<file path="src/hw/rtl/snf_pkg.sv">
// shared types, constants and helpers of the source nat flow table
package snf_pkg;

  localparam int TABLE_ENTRIES   = 1024;
  localparam int BUCKET_WAYS     = 8;
  localparam int PORT_POOL_DEPTH = 1024;

  localparam int NUM_BUCKETS = TABLE_ENTRIES / BUCKET_WAYS;
  localparam int BKT_W       = $clog2(NUM_BUCKETS);
  localparam int WAY_W       = $clog2(BUCKET_WAYS);
  localparam int SLOT_W      = BKT_W + WAY_W;
  localparam int POOL_AW     = $clog2(PORT_POOL_DEPTH);
  localparam int POOL_CNT_W  = $clog2(PORT_POOL_DEPTH + 1);
  localparam int FLOW_SLOT_W = 10;
  localparam int CFG_IDX_W   = 2;

  // hash mixing constants
  localparam logic [31:0] HASH_C1 = 32'h9E3779B1;
  localparam logic [31:0] HASH_C2 = 32'h85EBCA6B;
  localparam logic [31:0] HASH_C3 = 32'h7FEB352D;

  localparam logic [31:0] OFFLOAD_THR_RESET = 32'd100;

  // one flow table entry
  typedef struct packed {
    logic        valid;
    logic [63:0] key_addrs;
    logic [39:0] key_ppp;
    logic [63:0] new_addrs;
    logic [31:0] new_ports;
    logic [31:0] packets;
    logic [31:0] bytes;
    logic        offloading;
    logic [SLOT_W-1:0] partner;
  } entry_t;

  localparam int ENTRY_W = $bits(entry_t);
  localparam int ROW_W   = BUCKET_WAYS * ENTRY_W;

  // one bucket: all ways side by side in one memory word
  typedef entry_t [BUCKET_WAYS-1:0] row_t;

  typedef enum logic [2:0] {
    ST_OK          = 3'd0,
    ST_UNSUPPORTED = 3'd1,
    ST_TABLE_FULL  = 3'd2,
    ST_POOL_EMPTY  = 3'd3,
    ST_POOL_FULL   = 3'd4
  } status_t;

  localparam logic ACT_LOOKUP = 1'b0;
  localparam logic ACT_RETURN = 1'b1;

  typedef enum logic [CFG_IDX_W-1:0] {
    CFG_NAT_IP      = 2'd0,
    CFG_OFFLOAD_EN  = 2'd1,
    CFG_OFFLOAD_THR = 2'd2,
    CFG_UNUSED      = 2'd3
  } cfg_idx_t;

  typedef enum logic [2:0] {
    S_CLEAR,
    S_IDLE,
    S_HASH1,
    S_HASH2,
    S_READ,
    S_MATCH,
    S_WRFWD,
    S_DONE
  } state_t;

  // saturating 32-bit add
  function automatic logic [31:0] sat_add32(logic [31:0] a, logic [31:0] b);
    logic [32:0] sum;
    sum = {1'b0, a} + {1'b0, b};
    return sum[32] ? 32'hFFFF_FFFF : sum[31:0];
  endfunction

endpackage

</file>
<file path="src/hw/rtl/snf_hash.sv">
// two-stage pipelined bucket hash of a five-tuple key
module snf_hash (
  input  logic                    clk,
  input  logic [63:0]             key_addrs,
  input  logic [39:0]             key_ppp,
  output logic [snf_pkg::BKT_W-1:0] bucket
);
  import snf_pkg::*;

  logic [31:0] prod_a;
  logic [31:0] prod_b;
  logic [31:0] lo;
  logic [7:0]  pr;
  logic [31:0] prod_c;
  logic [31:0] folded;
  logic [31:0] mixed;
  logic [31:0] fin;

  // stage one: the two independent products
  always_ff @(posedge clk) begin
    prod_a <= key_addrs[63:32] * HASH_C1;
    prod_b <= key_ppp[39:8] * HASH_C2;
    lo     <= key_addrs[31:0];
    pr     <= key_ppp[7:0];
  end

  // combine and fold before the final product
  always_comb begin
    folded = prod_a ^ lo ^ prod_b ^ {24'b0, pr};
    mixed  = folded ^ (folded >> 16);
  end

  // stage two: final product
  always_ff @(posedge clk) begin
    prod_c <= mixed * HASH_C3;
  end

  // last fold, bucket count is a power of two
  always_comb begin
    fin    = prod_c ^ (prod_c >> 15);
    bucket = fin[BKT_W-1:0];
  end

endmodule

</file>
<file path="config.mk">
export PLATFORM = sky130hd
export DESIGN_NAME = snf_hash
export DESIGN_NICKNAME = d
export VERILOG_FILES = /design/src/hw/rtl/snf_pkg.sv /design/src/hw/rtl/snf_hash.sv
export SDC_FILE = /design/constraint.sdc
export NUM_CORES = 2
export LEC_CHECK = 0
export BUFFER_PORTS_ARGS = -buffer_cell sky130_fd_sc_hd__buf_2
export CAP_MARGIN = 15
export CORE_ASPECT_RATIO = 0.5
export CORE_MARGIN = 5
export CORE_UTILIZATION = 45
export DETAILED_ROUTE_END_ITERATION = 16
export HOLD_SLACK_MARGIN = 0.08
export SETUP_SLACK_MARGIN = 0.1
export SYNTH_ARGS = -nofsm -noshare
export SYNTH_HDL_FRONTEND = slang
export SYNTH_SLANG_ARGS = --single-unit
</file>
<file path="constraint.sdc">
create_clock -name clk -period 8.6 [get_ports clk]
set_input_delay 0.43 -clock clk [delete_from_list [all_inputs] [get_ports clk]]
set_output_delay 0.43 -clock clk [all_outputs]
set_load 0.01 [all_outputs]
</file>
# [Word level (Yosys, flattened, before mapping)]
# Index checks and enable logic that the tools add are counted.
[op_classes] mul=3 bitwise_logic=5
[ops] cell="32-bit by 32-bit multiplier with 32-bit output, second input constant" count=2
[ops] cell="32-bit XOR" count=2
[ops] cell="32-bit by 31-bit multiplier with 22-bit output, second input constant" count=1
[ops] cell="32-bit by 16-bit XOR with 32-bit output" count=1
[ops] cell="32-bit by 8-bit XOR with 32-bit output" count=1
[ops] cell="7-bit XOR" count=1
[word_totals] reg_bits=126 inputBits=105 output_inout_bits=7 elab_cells=13

# [Depth between registers and ports, before layout]
[depth] ltp_word=5 depth_mapped=25 mapped_depth_nobuf=25

# [Worst setup path after synthesis]
# OpenSTA, ideal clock, no wires.
[synth_path] path_type="input to register" from="input port key_ppp[18]" to="register prod_b[30]" setup_time_ps=72 t_arrival_ps=6132 t_required_ps=8528 path_slack_ps=2396 path_stages=20 n_path_buf=0 path_cell_list="inv_1 fa_1 fa_1 inv_1 fa_1 inv_1 fa_1 fa_1 fa_1 fa_1 fa_1 inv_1 ha_1 a21o_1 a31o_2 o21ai_2 a31oi_1 a2111o_1 a21oi_2 xnor2_1"
[synth_between] elab_chain_len=1
[synth_rtl] element="from (decl)" line="snf_hash.sv:5" source="input logic [39:0] key_ppp,"
[synth_rtl] element="32-bit by 32-bit multiplier with 32-bit output" line="snf_hash.sv:22" source="prod_b <= key_ppp[39:8] * HASH_C2;"
[synth_rtl] element="to (signal assigned)" line="snf_hash.sv:22"
[synth_rtl] element="to (decl)" line="snf_hash.sv:11" source="logic [31:0] prod_b;"
# Every way passes these cells.

# [Worst setup path in the final report]
[layout_path] from="register prod_a[27]" to="register prod_c[21]"
[layout_between] elab_chain_len=5
[layout_rtl] element="from (decl)" line="snf_hash.sv:10" source="logic [31:0] prod_a;"
[layout_rtl] element="from (signal assigned)" line="snf_hash.sv:21" source="prod_a <= key_addrs[63:32] * HASH_C1;"
[layout_rtl] element="32-bit XOR (2 in series)" line="snf_hash.sv:29" source="folded = prod_a ^ lo ^ prod_b ^ {24'b0, pr};"
[layout_rtl] element="32-bit by 8-bit XOR with 32-bit output" line="snf_hash.sv:29"
[layout_rtl] element="32-bit by 16-bit XOR with 32-bit output" line="snf_hash.sv:30" source="mixed = folded ^ (folded >> 16);"
[layout_rtl] element="32-bit by 31-bit multiplier with 22-bit output" line="snf_hash.sv:35" source="prod_c <= mixed * HASH_C3;"
[layout_rtl] element="to (signal assigned)" line="snf_hash.sv:35"
[layout_rtl] element="to (decl)" line="snf_hash.sv:14" source="logic [31:0] prod_c;"
# Every way passes these cells.

==> flow_summary.toml <==
[global_routing]
grtUsageTotal_pct = 20.92
antenna_found_initial = 0
grt_first_pass_wirelength_mm = 95.77
grt_pass1_vias = 17040
use_met3_pct = 2.875
top_usage_layer = "met2"
use_met1_pct = 30.09
grt-ovfl-total = 0
grt_max_degree = 17
grt_use_met2_pct = 34.44

[clock_tree]
clk_path_buf_depth = 2
h-tree-depth = 4
cts_sinks = 118
insertion_delay_ns = 0.43
cts_buffers = 17
post_cts_resized = 0
path_clk_slew_ns = 0.06
cts_setup_buffers = 0
cts_tree = "done"
cts_root_buf = "clkbuf_16"
cts_hold_buffers = 0

[drt]
drt-total-wl_mm = 59.73
dr.first_iter.drc_count = 729
vias = 15300
remaining_drc_errors = 0
ant_nets = 0
drt_first_pass_iters = 5
viasPerCell = 4.762
post_drt_wl_per_cell_um = 18.59

[worst_setup_path]
crit_type = "flip-flop to flip-flop"
max_stage_delay_ns = 0.81
crit_path_top_delay_cell = "xnor2_1"
crit_path_frequent_cell = "fa_1"
critPathLaunchType = "flip-flop"
path_cells = "xnor2_1 -> xnor2_1 -> xnor2_1 -> ha_1 -> fa_1 -> ha_1 -> fa_1 -> inv_1 -> fa_1 -> fa_1 -> fa_1 -> inv_1 -> ha_1 -> nand2_1 -> o211ai_1 -> a21oi_1 -> nor2b_1 -> nor2_1 -> a31oi_1 -> a31o_2 -> xnor2_1"
r2r_start = "prod_a[27]$_DFF_P_"
critPathBufInv = 2
reg2reg_depth = 21
arrival_ns = 7.00
reg2reg_to = "prod_c[21]$_DFF_P_"
cp_top_family = "adder cells"
reg2reg_slack_ns = 1.92
crit_required_ns = 8.93
cp-end-kind = "flip-flop"
crit_fanout = 6

[sta]
period_share_pct = 77.67
setup_violations = 0
finalHoldViolCount = 0
worst_pin_slew_ns = 0.9942
finalSetupTns_ns = 0
slew_violations = 0
rsz0062_at_grt = "no"
relSlewSlack_pct = 33.24
fin_skew_ns = 0.02173
fin_crit_ns = 6.679
max_freq_ghz = 0.1497

[min_path]
min_delay_path_depth = 1
min_from = "key_addrs[29]"
min_delay_worst_endpoint = "lo[29]$_DFF_P_"
hold_path.class = "primary input to flip-flop"

[floorplanning]
core_mm2 = 0.05398
die_x_um = 341.3
rows = 60
die_h_um = 175.6
dieArea_mm2 = 0.05993
pin_count = 112
start_util_pct = 45.74

[placed_design]
gp_congestion = 0.9579
port_buffers = 111
place_area_mm2 = 0.02618
dp.cells = 3182
place_hpwl_mm = 54.06

[cells_and_area]
finalNonFillerCells = 3213
regArea_mm2 = 0.002362
fin_nets = 3551
multi_input_area_mm2 = 0.01942
final_cell_mix = "inv_1, fa_1, ha_1"
num-fill-cells = 5006
area_delta_synth_final_pct = 8.387
design_area_mm2 = 0.02676
layout_commonest_cell = "inv_1"
drive_gt1_share_pct = 6.800
diodes = 0

[synthesis]
synthCells = 2353
synth.cell_area_mm2 = 0.02469
yosysSeqAreaShare_pct = 9.568
synth-seq-cells = 118
avgSynthCellArea_um2 = 10.49
synth_nets = 3416
synthFlopType = "dfxtp_1"
ys_warn_count = 0
yosysUniqueCellTypes = 53
synth-edff-count = 0
async_reset_ff_share_pct = 0

[status]
status = "finished, final reports clean"

[job]
maxCapViolCount = 0
cell families after synthesis:
kind of cell    synth area share [%]
flops                          9.568
xor+xnor                       8.621
compound gates                 4.728
mux                          0.04054
buf+inv                        11.75
fa+ha+maj                      63.48
simple gates                   1.809
how the worst max path moves through the flow:
stage / start / endpoint / slack (ns) / depth (start not counted)
after detailed placement: key_addrs[45] / prod_a[30]$_DFF_P_ / 1.91 / 22
after floorplan: key_ppp[18] / prod_b[30]$_DFF_P_ / 2.40 / 20
final: prod_a[27]$_DFF_P_ / prod_c[21]$_DFF_P_ / 1.92 / 21
after global routing: prod_a[27]$_DFF_P_ / prod_c[21]$_DFF_P_ / 1.51 / 21
after global placement: key_ppp[18] / prod_b[28]$_DFF_P_ / 1.94 / 22
after CTS: prod_a[27]$_DFF_P_ / prod_c[20]$_DFF_P_ / 1.96 / 21
metrics by stage:
step / setup WS (ns) / hold WS [ns] / utilization, %
2_1_floorplan: 2.396 / 0.4577 / -
3_3_place_gp: 1.938 / 0.5326 / 48.50
3_5_place_dp: 1.906 / 0.5337 / 48.50
4_1_cts: 1.963 / 0.08468 / 49.58
5_1_grt: 1.510 / 0.08823 / 49.58
6_report: 1.921 / 0.1005 / 49.58
cell type report:
cell class                      instances  share of cell area [%]
Timing Repair Buffer                  118                   2.272
Multi-Input combinational cell       1462                   72.59
Clock inverter                         14                  0.5704
Clock buffer                           17                   1.590
Tap cell                              713                   3.334
Inverter                              771                   10.82
Sequential cell                       118                   8.828
cells in the mapped netlist (all sizes together), types with 2 or more instances:
master,count,area (um2)
a31o,2,17.52
nor3,7,35.03
a31oi,5,31.28
nand4,5,31.28
o31ai,4,30.03
a21oi,55,297.8
o21ai,31,158.9
o211ai,3,22.52
xor2,51,446.7
a2111oi,4,78.82
o21bai,8,60.06
nand2b,6,37.54
dfxtp,118,2362
o21a,7,52.55
a21o,27,202.7
xnor2,192,1682
a211oi,7,67.57
nand2,22,82.58
nand3,7,40.04
a211o,4,36.29
nor2b,4,25.02
nor2,27,101.4
fa,491,9829
nor3b,3,27.52
or2,2,12.51
or3,3,18.77
a21boi,2,15.01
and3,2,12.51
o22ai,2,12.51
inv,771,2894
ha,467,5843
clkbuf,2,7.510
registers in the layout, indices dropped and copies added (netlist names):
name    count
lo         32
prod_a     32
prod_b     32
prod_c     14
pr          8
routing by layer:
layer	routed length, um	share of wire, %	vias to the layer above
met1	28610	48	7646
li1	-	-	7341
met4	839	1.4	0
met5	0	0	-
met2	27560	46	278
met3	2726	4.6	35
Power is not shown: default switching activity piles up to over one toggle a cycle in this logic, so the estimate is an artifact.
